$ cat src/sv/fpd_pkg.sv
// Shared constants and types for the frame pacing delay block.
`default_nettype none

package fpd_pkg;

    // Width of timing values (elapsed time and target period).
    localparam int TIME_BITS = 40;
    // Width of the lateness and lag accumulators.
    localparam int ACC_BITS  = 48;
    // Divider steps: one quotient bit per step over the accumulator width.
    localparam int DIV_STEPS = ACC_BITS;
    localparam int CNT_BITS  = $clog2(DIV_STEPS);

    localparam logic [CNT_BITS-1:0] CNT_LAST = CNT_BITS'(DIV_STEPS - 1);

    localparam logic [TIME_BITS-1:0] TARGET_RESET = TIME_BITS'(16666666);
    localparam logic [ACC_BITS-1:0]  ACC_MAX      = {ACC_BITS{1'b1}};

    // Configuration port geometry: 64-bit registers at 8-byte spacing.
    localparam int APB_DATA_BITS = 64;
    localparam int APB_ADDR_BITS = 4;
    localparam logic REG_TARGET  = 1'b0;

    // Result status codes.
    localparam logic STATUS_WAITED = 1'b0;
    localparam logic STATUS_LATE   = 1'b1;

    // Sequencer states.
    typedef enum logic [3:0] {
        ST_IDLE,
        ST_EVAL,
        ST_ACCUM,
        ST_MOD,
        ST_WAIT,
        ST_EXCESS,
        ST_LAG,
        ST_DROP,
        ST_DONE
    } fpd_state_t;

endpackage

`default_nettype wire

$ cat src/sv/frame_pacing_delay.sv
// Frame pacer: wait time per frame, late-frame accounting and dropped-frame count.
// Each frame runs through the shared restoring divider (48 steps per division): one
// division for an on-time or late frame, two when pending lateness is resolved; a stalled
// result register adds its wait. One transaction at a time: s_tready is high only when
// idle, so a new frame is taken only after the last result is loaded into the result
// register. Reset: async active-low, accumulators clear.
`default_nettype none

module frame_pacing_delay (
    input  wire logic                                   clk,
    input  wire logic                                   rst_n,
    // Input stream
    input  wire logic                                   s_tvalid,
    output logic                                        s_tready,
    input  wire logic [fpd_pkg::TIME_BITS-1:0]          s_tdata,   // [39:0] elapsed_ns
    // Result stream
    output logic                                        m_tvalid,
    input  wire logic                                   m_tready,
    output logic [fpd_pkg::TIME_BITS+fpd_pkg::ACC_BITS-1:0] m_tdata, // [39:0] wait_ns,
                                                                     // [87:40] dropped_frames
    output logic [0:0]                                  m_tuser,   // [0] status
    // Configuration port
    input  wire logic                                   psel,
    input  wire logic                                   penable,
    input  wire logic                                   pwrite,
    input  wire logic [fpd_pkg::APB_ADDR_BITS-1:0]      paddr,
    input  wire logic [fpd_pkg::APB_DATA_BITS-1:0]      pwdata,
    output logic [fpd_pkg::APB_DATA_BITS-1:0]           prdata,
    output logic                                        pready
);

    localparam int TB = fpd_pkg::TIME_BITS;
    localparam int AB = fpd_pkg::ACC_BITS;

    fpd_pkg::fpd_state_t state_reg, state_next;

    logic [TB-1:0]                target_reg;
    logic [AB-1:0]                late_accum_reg, late_accum_next;
    logic [AB-1:0]                total_lag_reg,  total_lag_next;
    logic [TB-1:0]                elapsed_reg,    elapsed_next;
    logic                         status_reg,     status_next;
    logic [TB-1:0]                wait_reg,       wait_next;
    logic [AB-1:0]                excess_reg,     excess_next;
    logic [AB-1:0]                quo_reg,        quo_next;
    logic [TB-1:0]                rem_reg,        rem_next;
    logic [fpd_pkg::CNT_BITS-1:0] cnt_reg,        cnt_next;

    logic                         m_tvalid_reg,   m_tvalid_next;
    logic                         out_status_reg;
    logic [TB-1:0]                out_wait_reg;
    logic [AB-1:0]                out_drop_reg;

    logic                         in_xact;
    logic                         load_out;
    logic                         cfg_write;

    // Shared datapath signals
    logic                         is_late;
    logic [TB:0]                  trial;
    logic [TB+1:0]                trial_diff;
    logic                         trial_ge;
    logic [TB-1:0]                rem_step;
    logic [AB-1:0]                quo_step;
    logic [AB-1:0]                add_a, add_b;
    logic [AB:0]                  add_sum;
    logic [AB-1:0]                sat_sum;
    logic [AB:0]                  excess_diff;
    logic                         excess_pos;

    // Configuration access
    assign pready    = 1'b1;
    assign cfg_write = psel && penable && pwrite && pready
                       && (paddr[3] == fpd_pkg::REG_TARGET);
    assign prdata    = (paddr[3] == fpd_pkg::REG_TARGET)
                       ? {{(fpd_pkg::APB_DATA_BITS-TB){1'b0}}, target_reg}
                       : '0;

    // Handshake decode
    always_comb
    begin
        s_tready = (state_reg == fpd_pkg::ST_IDLE);
        load_out = (state_reg == fpd_pkg::ST_DONE) && (!m_tvalid_reg || m_tready);
    end

    assign in_xact = s_tvalid && s_tready;

    // Drive result ports from the output register
    assign m_tvalid   = m_tvalid_reg;
    assign m_tdata    = {out_drop_reg, out_wait_reg};
    assign m_tuser[0] = out_status_reg;

    // Next state
    always_comb
    begin
        state_next = state_reg;
        case (state_reg)
            fpd_pkg::ST_IDLE:
            begin
                if (in_xact)
                begin
                    state_next = fpd_pkg::ST_EVAL;
                end
            end
            fpd_pkg::ST_EVAL:
            begin
                if (is_late)
                begin
                    state_next = fpd_pkg::ST_ACCUM;
                end
                else if (late_accum_reg != '0)
                begin
                    state_next = fpd_pkg::ST_MOD;
                end
                else
                begin
                    state_next = fpd_pkg::ST_DROP;
                end
            end
            fpd_pkg::ST_ACCUM:  state_next = fpd_pkg::ST_DROP;
            fpd_pkg::ST_MOD:
            begin
                if (cnt_reg == fpd_pkg::CNT_LAST)
                begin
                    state_next = fpd_pkg::ST_WAIT;
                end
            end
            fpd_pkg::ST_WAIT:   state_next = fpd_pkg::ST_EXCESS;
            fpd_pkg::ST_EXCESS: state_next = fpd_pkg::ST_LAG;
            fpd_pkg::ST_LAG:    state_next = fpd_pkg::ST_DROP;
            fpd_pkg::ST_DROP:
            begin
                if (cnt_reg == fpd_pkg::CNT_LAST)
                begin
                    state_next = fpd_pkg::ST_DONE;
                end
            end
            fpd_pkg::ST_DONE:
            begin
                if (load_out)
                begin
                    state_next = fpd_pkg::ST_IDLE;
                end
            end
            default:            state_next = fpd_pkg::ST_IDLE;
        endcase
    end

    // Shared units: one restoring divider step, one saturating adder
    always_comb
    begin
        is_late    = (elapsed_reg >= target_reg);

        trial      = {rem_reg, quo_reg[AB-1]};
        trial_diff = {1'b0, trial} - {2'b00, target_reg};
        trial_ge   = !trial_diff[TB+1];
        rem_step   = trial_ge ? trial_diff[TB-1:0] : trial[TB-1:0];
        quo_step   = {quo_reg[AB-2:0], trial_ge};

        if (state_reg == fpd_pkg::ST_ACCUM)
        begin
            add_a = late_accum_reg;
            add_b = {{(AB-TB){1'b0}}, elapsed_reg};
        end
        else
        begin
            add_a = total_lag_reg;
            add_b = excess_reg;
        end
        add_sum = {1'b0, add_a} + {1'b0, add_b};
        sat_sum = add_sum[AB] ? fpd_pkg::ACC_MAX : add_sum[AB-1:0];

        excess_diff = {1'b0, late_accum_reg} - {{(AB-TB+1){1'b0}}, target_reg};
        excess_pos  = !excess_diff[AB] && (excess_diff[AB-1:0] != '0);
    end

    // Datapath next values
    always_comb
    begin
        late_accum_next = late_accum_reg;
        total_lag_next  = total_lag_reg;
        elapsed_next    = elapsed_reg;
        status_next     = status_reg;
        wait_next       = wait_reg;
        excess_next     = excess_reg;
        quo_next        = quo_reg;
        rem_next        = rem_reg;
        cnt_next        = cnt_reg;

        case (state_reg)
            fpd_pkg::ST_IDLE:
            begin
                if (in_xact)
                begin
                    elapsed_next = s_tdata;
                end
            end
            fpd_pkg::ST_EVAL:
            begin
                // Classify the frame and pick the wait path
                status_next = is_late ? fpd_pkg::STATUS_LATE : fpd_pkg::STATUS_WAITED;
                if (is_late)
                begin
                    wait_next = '0;
                end
                else if (late_accum_reg != '0)
                begin
                    quo_next = late_accum_reg;
                    rem_next = '0;
                    cnt_next = '0;
                end
                else
                begin
                    wait_next = target_reg - elapsed_reg;
                    quo_next  = total_lag_reg;
                    rem_next  = '0;
                    cnt_next  = '0;
                end
            end
            fpd_pkg::ST_ACCUM:
            begin
                // Add elapsed time to pending lateness, then start drop division
                late_accum_next = sat_sum;
                quo_next        = total_lag_reg;
                rem_next        = '0;
                cnt_next        = '0;
            end
            fpd_pkg::ST_MOD,
            fpd_pkg::ST_DROP:
            begin
                quo_next = quo_step;
                rem_next = rem_step;
                cnt_next = cnt_reg + 1'b1;
            end
            fpd_pkg::ST_WAIT:
            begin
                // Realign to the period grid
                wait_next = target_reg - rem_reg;
            end
            fpd_pkg::ST_EXCESS:
            begin
                excess_next = excess_pos ? excess_diff[AB-1:0] : '0;
            end
            fpd_pkg::ST_LAG:
            begin
                // Fold excess into total lag and clear pending lateness
                total_lag_next  = sat_sum;
                late_accum_next = '0;
                quo_next        = sat_sum;
                rem_next        = '0;
                cnt_next        = '0;
            end
            fpd_pkg::ST_DONE:
            begin
            end
            default:
            begin
            end
        endcase
    end

    // Output register valid
    always_comb
    begin
        m_tvalid_next = m_tvalid_reg;
        if (load_out)
        begin
            m_tvalid_next = 1'b1;
        end
        else if (m_tready)
        begin
            m_tvalid_next = 1'b0;
        end
    end

    // Control and state registers
    always_ff @(posedge clk or negedge rst_n)
    begin
        if (!rst_n)
        begin
            state_reg      <= fpd_pkg::ST_IDLE;
            m_tvalid_reg   <= 1'b0;
            target_reg     <= fpd_pkg::TARGET_RESET;
            late_accum_reg <= '0;
            total_lag_reg  <= '0;
            cnt_reg        <= '0;
        end
        else
        begin
            state_reg      <= state_next;
            m_tvalid_reg   <= m_tvalid_next;
            late_accum_reg <= late_accum_next;
            total_lag_reg  <= total_lag_next;
            cnt_reg        <= cnt_next;
            if (cfg_write)
            begin
                target_reg <= pwdata[TB-1:0];
            end
        end
    end

    // Payload registers
    always_ff @(posedge clk)
    begin
        elapsed_reg <= elapsed_next;
        status_reg  <= status_next;
        wait_reg    <= wait_next;
        excess_reg  <= excess_next;
        quo_reg     <= quo_next;
        rem_reg     <= rem_next;
        if (load_out)
        begin
            out_status_reg <= status_reg;
            out_wait_reg   <= wait_reg;
            out_drop_reg   <= (target_reg == '0) ? '0 : quo_reg;
        end
    end

`ifndef NO_ASSERTIONS
    // A new result appears only as the sequencer leaves its final state
    a_result_from_done: assert property (@(posedge clk) disable iff (!rst_n)
        $rose(m_tvalid) |-> $past(state_reg == fpd_pkg::ST_DONE))
        else $error("result presented outside the completion state");

    // A late frame never carries a wait
    a_late_no_wait: assert property (@(posedge clk) disable iff (!rst_n)
        (m_tvalid && (m_tuser[0] == fpd_pkg::STATUS_LATE)) |-> (m_tdata[TB-1:0] == '0))
        else $error("late frame reports a nonzero wait");

    // An on-time frame always waits at least one nanosecond
    a_ontime_wait: assert property (@(posedge clk) disable iff (!rst_n)
        (m_tvalid && (m_tuser[0] == fpd_pkg::STATUS_WAITED)) |-> (m_tdata[TB-1:0] != '0))
        else $error("on-time frame reports a zero wait");

    // Divider step count stays within one division
    a_cnt_range: assert property (@(posedge clk) disable iff (!rst_n)
        ((state_reg == fpd_pkg::ST_MOD) || (state_reg == fpd_pkg::ST_DROP))
        |-> (cnt_reg <= fpd_pkg::CNT_LAST))
        else $error("divider step count out of range");
`endif

endmodule

`default_nettype wire

$ cat config.mk
export PLATFORM = sky130hd
export DESIGN_NAME = frame_pacing_delay
export DESIGN_NICKNAME = d
export VERILOG_FILES = /design/src/sv/fpd_pkg.sv /design/src/sv/frame_pacing_delay.sv
export SDC_FILE = /design/constraint.sdc
export NUM_CORES = 1
export LEC_CHECK = 0
export BUFFER_PORTS_ARGS = -buffer_cell sky130_fd_sc_hd__buf_2
export CAP_MARGIN = 20
export CORE_ASPECT_RATIO = 1.75
export CORE_MARGIN = 2
export CORE_UTILIZATION = 25
export CTS_CLUSTER_DIAMETER = 50
export DETAILED_ROUTE_END_ITERATION = 10
export GPL_ROUTABILITY_DRIVEN = 0
export GPL_TIMING_DRIVEN = 0
export PLACE_DENSITY_LB_ADDON = 0.1
export RECOVER_POWER = 50
export SYNTH_ARGS = -nofsm -noshare
export SYNTH_HDL_FRONTEND = slang
export SYNTH_SLANG_ARGS = --single-unit
$ cat constraint.sdc
create_clock -name clk -period 4.95 [get_ports clk]
set_input_delay 0.2475 -clock clk [delete_from_list [all_inputs] [get_ports clk]]
set_output_delay 0.2475 -clock clk [all_outputs]
set_load 0.02 [all_outputs]
==> metrics.yaml, run 1 <==
sta:
  finalSetupTns_ns: -3.752
  worst_pin_slew_ns: 3.577
  min_period_over_period: 1.029
  final_hold_viol_count: 0
  fin_ws_ns: -0.1415
  finalSetupViolCount: 51
  period_minus_slack_ns: 5.092
  slew_viol_final: 70
  clock.fmax_mhz: 196.4
  clock_skew_ns: 0.03902
  rsz0062_at_grt: "yes"
  slew_headroom: -1.385
die:
  initial_core_util: 0.2519
  coreArea_mm2: 0.1214
  die_x_um: 268.4
  num_rows: 169
  io_pins: 271
  design.die.area_mm2: 0.1252
  die_h_um: 466.6
finish:
  final_common_cell: "nand2_1"
  nFillCells: 12918
  fin_util: 0.3238
  nets: 4144
  final_cell_mix: "nand2_1, edfxtp_1, nor2_1, o21ai_0, a21oi_1"
  drive_above_1_share: 0.1815
  syn_to_final_growth_pct: 28.53
power:
  power.share.clock: 0.163
  seqPwrFrac: 0.242
  power_density_mw_per_mm2: 691.2
  share_comb_of_total_power: 0.595
  p_switching_mw: 12.82
  leakage_nw: 16.57
  peakVddDrop_v: 0.0002867
  p_total_mw: 27.16
  power.internal_mw: 14.34
  switching_share: 0.4721
placement:
  io_buffers: 218
  dpl.hpwl_mm: 107.9
  pre_cts_ws_ns: -4.855
cts:
  clockBufferDepth: 3
  clkSlewWorstSetupHoldPaths_ns: 0.07
  tritoncts: "built"
  cts_buffers: 56
  cts.root.buffer_cell: "clkbuf_16"
  h-tree-depth: 2
  cts.sinks: 453
  insertion_delay_ns: 0.69
yosys:
  syn_area_per_cell_um2: 9.129
  synth.distinct_cells: 89
  ys.flop_type: "edfxtp_1"
  yosys.area.top_type: "edfxtp_1"
  synthCells: 3349
  yosys.area.top_type_share: 0.3006
  synthTopCellsByArea: "edfxtp_1, dfrtp_1, ha_1"
  syn_area_mm2: 0.03057
  seq_area_frac_synth: 0.4214
  ys_ff_latch: 453
  yosys_warnings: 0
  synth_edf_count: 306
  async_flop_share: 0.3245
global_routing:
  grt_pass1_vias: 28070
  grt_max_degree: 96
  grt_pass1_wl_mm: 190.2
  antenna_found_initial: 2
  globalRoute.totalOverflow: 0
  grt_usage: 0.2090
detailed_routing:
  drc: 0
  wl_mm: 132.9
  firstDrtPassIters: 6
  wl_per_cell_um: 24.19
  dr_total_vias: 26950
  drt-initial-drc-count: 1691
  antenna_left: 0
  routed_via_density: 4.907
setup_path:
  crit_type: "reg2reg"
  worst_setup_path_start_kind: "flip-flop"
  r2r_setup_slack_ns: -0.14
  required_ns: 5.31
  worstPathMaxFanout: 27
  max_stage_delay_ns: 1.10
  crit_slowest_cell: "nor3_1"
  cp_data_arrival_time_ns: 5.45
  crit_path_cell_trace: "ha_1 > clkbuf_1 > nand4_1 > nor3_1 > nand4_1 > nor3b_1 > a22oi_2 > buf_6 > clkbuf_8 > o21ai_0 > nand2_4 > buf_12"
  crit_top_cell: "nand4_1"
  end_kind: "flip-flop"
run_status:
  violations: "max-capacitance violations, max-slew violations, negative setup slack"
  outcome: "finished with violations"
min_path:
  hp-class: "in2reg"
flow_run:
  max_cap_viol_count: 2
-- final timing paths --
check	startpoint	cells past startpoint	endpoint
worst max register to register	target_reg[31]$_DFFE_PN0P_	12	wait_reg[0]$_DFFE_PP_
min in group asynchronous	rst_n	2	target_reg[6]$_DFFE_PN0P_
worst min register to register	wait_reg[35]$_DFFE_PP_	0	out_wait_reg[35]$_DFFE_PP_
worst max-delay path	target_reg[31]$_DFFE_PN0P_	12	wait_reg[0]$_DFFE_PP_
max in group asynchronous	rst_n	2	target_reg[0]$_DFFE_PN0P_
worst min-delay path	s_tdata[7]	2	elapsed_reg[7]$_DFFE_PP_
-- power groups by stage --
stage | clock network (mW) | registers [mW] | logic, mW
after floorplan | 0 | 6.03 | 9.86
after global placement | 0 | 6.62 | 13.7
after detailed placement | 0 | 6.63 | 13.8
after CTS | 4.58 | 6.56 | 15.3
after global routing | 4.68 | 6.68 | 17.6
final | 4.43 | 6.57 | 16.2
-- per-stage QoR --
stage,instances,instance area [µm²],hold WS [ns]
after floorplan,3372,30670,-0.04809
after global placement,5214,33790,0.4027
after detailed placement,5234,34150,0.1926
after CTS,5457,38580,0.06612
after global routing,5488,39290,0.2611
final,5492,39300,0.2654
-- critical path, delay by kind of cell (launching register included) --
family / cells / cell delay (ns)
compound gates: 2 / 0.34
flops: 1 / 0.50
fa+ha+maj: 1 / 0.33
buf+inv: 4 / 0.92
simple gates: 5 / 2.63
-- synth_stat cells (16+ instances only) --
cell type and instances:
edfxtp_1 306, o21a_1 26, nor4_1 31, inv_1 171, xnor2_1 101, nand4_1 41, a211oi_1 30, a31oi_1 36
and2_1 18, or3_1 17, mux2_2 42, o21bai_1 22, ha_1 208, a21o_1 127, nor2b_1 74, xor2_1 79
o21ai_0 282, o22ai_1 27, nor2_1 263, o31ai_1 16, clkbuf_1 139, nor3_1 61, buf_4 25, nor3b_1 29
a222oi_1 43, a21oi_1 232, nand2b_1 29, nand2_1 456, and3_1 20, nand3_1 63, dfrtp_1 135
-- metal layers --
layer,vias to the layer above,global-route usage,part of all wire
li1,13089,-,-
met1,12913,0.2227,0.37
met2,688,0.3876,0.51
met3,260,0.02082,0.035
met4,0,0.1354,0.076
met5,-,0,0
-- cells by family (layout without fill, tap and decap cells) --
kind of cell	count (synthesis)	count (layout)	synth area share
multiplexers	51	51	0.01842
adder cells (fa/ha/maj)	213	213	0.08840
XOR/XNOR	180	180	0.05157
AO/OA/AOI/OAI	959	959	0.2000
buffers and inverters	357	848	0.04825
other	2	30	0.0002456
AND/OR/NAND/NOR	1134	1134	0.1718
flip-flops	453	453	0.4214
-- cell type report --
cell class | instances | area [µm²] | area share
diodes | 5 | 12.51 | 0.0003184
plain buffers | 167 | 1101 | 0.02802
clock buffers | 66 | 1511 | 0.03846
clock inverters | 39 | 452.9 | 0.01153
inverters | 171 | 645.6 | 0.01643
multi-input cells | 2562 | 17740 | 0.4513
flip-flops and latches | 453 | 12900 | 0.3283
well taps | 1624 | 2032 | 0.05171
repair buffers | 405 | 2903 | 0.07387
-- timing repair --
item / 4_1_cts / 5_1_grt
hold buffers: 83 / 0
setup endpoints to repair: 404 / 317
gates cloned: 3 / 1
gates resized for setup: 312 / 176
setup buffers: 49 / 37
pin swaps: 70 / 60
hold endpoints to repair: 175 / 0
Note: power is estimated with default switching activity, not from simulation.
==> run 2, diff against run 1 <==
Settings changed: SKIP_LAST_GASP set to 1.
Clock period 4.95 ns to 4.6 ns, I/O delays scaled along.
==> run 2 against run 1 <==
Compared with the run above: hold slack improved by 0.022 ns; sequential share of layout area decreased by 1.4 points; critical path depth increased by 8; final cell count increased by 1.6%; worst setup slack got worse by 0.20 ns; clock power decreased by 1%; core utilization increased by 1.4 points; the flow still finishes with violations (max-capacitance violations, max-slew violations, negative setup slack); largest cell class unchanged.
==> metrics.yaml, run 2 (synthesis gave the netlist of run 1 again) <==
run_status:
  outcome: "finished with violations"
  violations: "max-capacitance violations, max-slew violations, negative setup slack"
setup_path:
  cp_data_arrival_time_ns: 5.45  # about the same
  worstPathMaxFanout: 10  # -63%
  crit_path_cell_trace: "clkbuf_8 > nand2b_4 > or3_4 > buf_6 > clkbuf_16 > buf_2 > nand2_1 > nand2_1 > ha_4 > nand4_1 > buf_4 > o31ai_4 > o221ai_4 > o41ai_4 > a21oi_4 > buf_6 > o41ai_4 > mux2_4 > o21ai_4 > buf_6"
  path_buf_inv: 7  # +3
  required_ns: 5.11  # -0.20 ns
  worst_setup_path_start_kind: "flip-flop"
  crit_slowest_cell: "o41ai_4"
  crit_type: "reg2reg"
  critical_path.top_delay_family: "compound AO/OA/AOI/OAI gates"
  crit_top_cell: "buf_6"
  max_stage_delay_ns: 0.44  # -0.66 ns
  end_kind: "flip-flop"
finish:
  fin_util: 0.3381  # +0.01430
  drive_above_1_share: 0.2313  # +0.04987
  final_common_cell: "nand2_1"
  nets: 4236  # +2.2%
  syn_to_final_growth_pct: 34.21
  final_cell_mix: "nand2_1, edfxtp_1, nor2_1, a21oi_1, clkbuf_1"
sta:
  fin_ws_ns: -0.3443  # -0.2028 ns
  rsz0062_at_grt: "yes"
  final_hold_viol_count: 0  # unchanged
  clock.fmax_mhz: 202.3  # +3.0%
  slew_headroom: -1.481  # -0.09669
  finalSetupViolCount: 161  # +220%
  worst_pin_slew_ns: 3.722  # +0.1450 ns
  min_period_over_period: 1.075  # +0.04627
  slew_viol_final: 53  # -24%
  period_minus_slack_ns: 4.944  # -0.1472 ns
  holdWs_ns: 0.2876  # +0.02216 ns
  clock_skew_ns: 0.03488  # -0.004136 ns
global_routing:
  grt_pass1_wl_mm: 193.1  # +1.5%
  grt_usage: 0.2122  # +0.003193
  grt_pass1_vias: 28944  # +3.1%
  globalRoute.totalOverflow: 0  # unchanged
  antenna_found_initial: 5  # +3
  grt_max_degree: 96  # unchanged
die:
  io_pins: 271  # unchanged
  initial_core_util: 0.2519  # unchanged
  die_x_um: 268.4  # unchanged
  coreArea_mm2: 0.1214  # unchanged
  die_h_um: 466.6  # unchanged
  num_rows: 169  # unchanged
  design.die.area_mm2: 0.1252  # unchanged
detailed_routing:
  drc: 0  # unchanged
  firstDrtPassIters: 7  # +1
  antenna_left: 0  # unchanged
  wl_per_cell_um: 24.21  # about the same
  dr_total_vias: 27488  # +2.0%
  routed_via_density: 4.928  # +0.42%
  wl_mm: 135.0  # +1.6%
  drt-initial-drc-count: 1430  # -15%
power:
  p_total_mw: 30.79  # +13%
  peakVddDrop_v: 0.0002851  # -0.55%
  power_density_mw_per_mm2: 750.5  # +8.6%
  leakage_nw: 17.23  # +4.0%
min_path:
  hp-class: "in2reg"
cts:
  cts.sinks: 453  # unchanged
  cts.root.buffer_cell: "clkbuf_16"
  clkSlewWorstSetupHoldPaths_ns: 0.06  # about the same
  tritoncts: "built"
  cts_buffers: 52  # -7.1%
  insertion_delay_ns: 0.66  # -0.03 ns
  clockBufferDepth: 3  # unchanged
  h-tree-depth: 2  # unchanged
flow_run:
  max_cap_viol_count: 1  # -1
placement:
  io_buffers: 218  # unchanged
  dpl.hpwl_mm: 107.6  # -0.31%
-- run 2: repair_timing --
item                                   CTS  global route
buffers inserted                       118            65
hold buffers                            83             0
endpoints found under the hold margin  151             0
pin swaps                              144           124
gates cloned                            13             4
setup endpoints to repair              404           341
resized for setup                      579           203
-- run 2: metal layers --
metal,GRT usage,part of all wire,up-vias
met2,0.4060,0.54,683
li1,-,-,13272
met3,0.01998,0.029,263
met4,0.1359,0.071,0
met1,0.2170,0.36,13270
met5,0,0,-
-- run 2: final cells by class --
type | count | area, µm²
diodes | 3 | 7.507
plain buffers | 164 | 1196
clock buffers | 62 | 1339
clock inverters | 35 | 405.4
fillers | 12843 | 80340
inverters | 171 | 656.9
multi-input cells | 2563 | 18510
flip-flops and latches | 453 | 12910
well taps | 1624 | 2032
repair buffers | 503 | 3980
-- run 2: worst paths after layout --
check | startpoint | to | slack, ns | cells after the start
setup / recovery | state_reg[3]$_DFFE_PN0P_ | quo_reg[47]$_DFFE_PP_ | -0.34 | 20
hold / removal | s_tdata[6] | elapsed_reg[6]$_DFFE_PP_ | 0.29 | 2
setup reg to reg | state_reg[3]$_DFFE_PN0P_ | quo_reg[47]$_DFFE_PP_ | -0.34 | 20
hold reg to reg | wait_reg[3]$_DFFE_PP_ | out_wait_reg[3]$_DFFE_PP_ | 0.42 | 0
max in group asynchronous | rst_n | target_reg[0]$_DFFE_PN0P_ | 0.61 | 2
min in group asynchronous | rst_n | target_reg[4]$_DFFE_PN0P_ | 1.36 | 2
-- run 2: worst register-to-register path, delay by kind of cell (launching register included) --
kind            cells  cell delay, ns
compound gates      6            1.55
buf+inv             7            1.18
simple gates        5            1.04
flops               1            0.38
mux                 1            0.36
fa+ha+maj           1            0.30
-- run 2: report_power, final --
group	leakage, nW	internal (mW)	switching, mW
Sequential	4.74	5.87	1.19
Combinational	11.6	8.17	11.2
Clock	0.846	2.46	1.93
-- run 2: metrics by stage --
| step | setup slack (ns) | area [µm²] | TNS [ns] | instances |
|---|---|---|---|---|
| floorplan | 0.001516 | 30750 | 0 | 3372 |
| CTS | -0.6232 | 40140 | -51.21 | 5531 |
| detailed placement | -3.780 | 34240 | -801.81 | 5235 |
| global placement | -3.844 | 33870 | -1207.62 | 5214 |
| global route | -0.3969 | 41030 | -43.13 | 5576 |
| finish | -0.3443 | 41030 | -24.63 | 5578 |
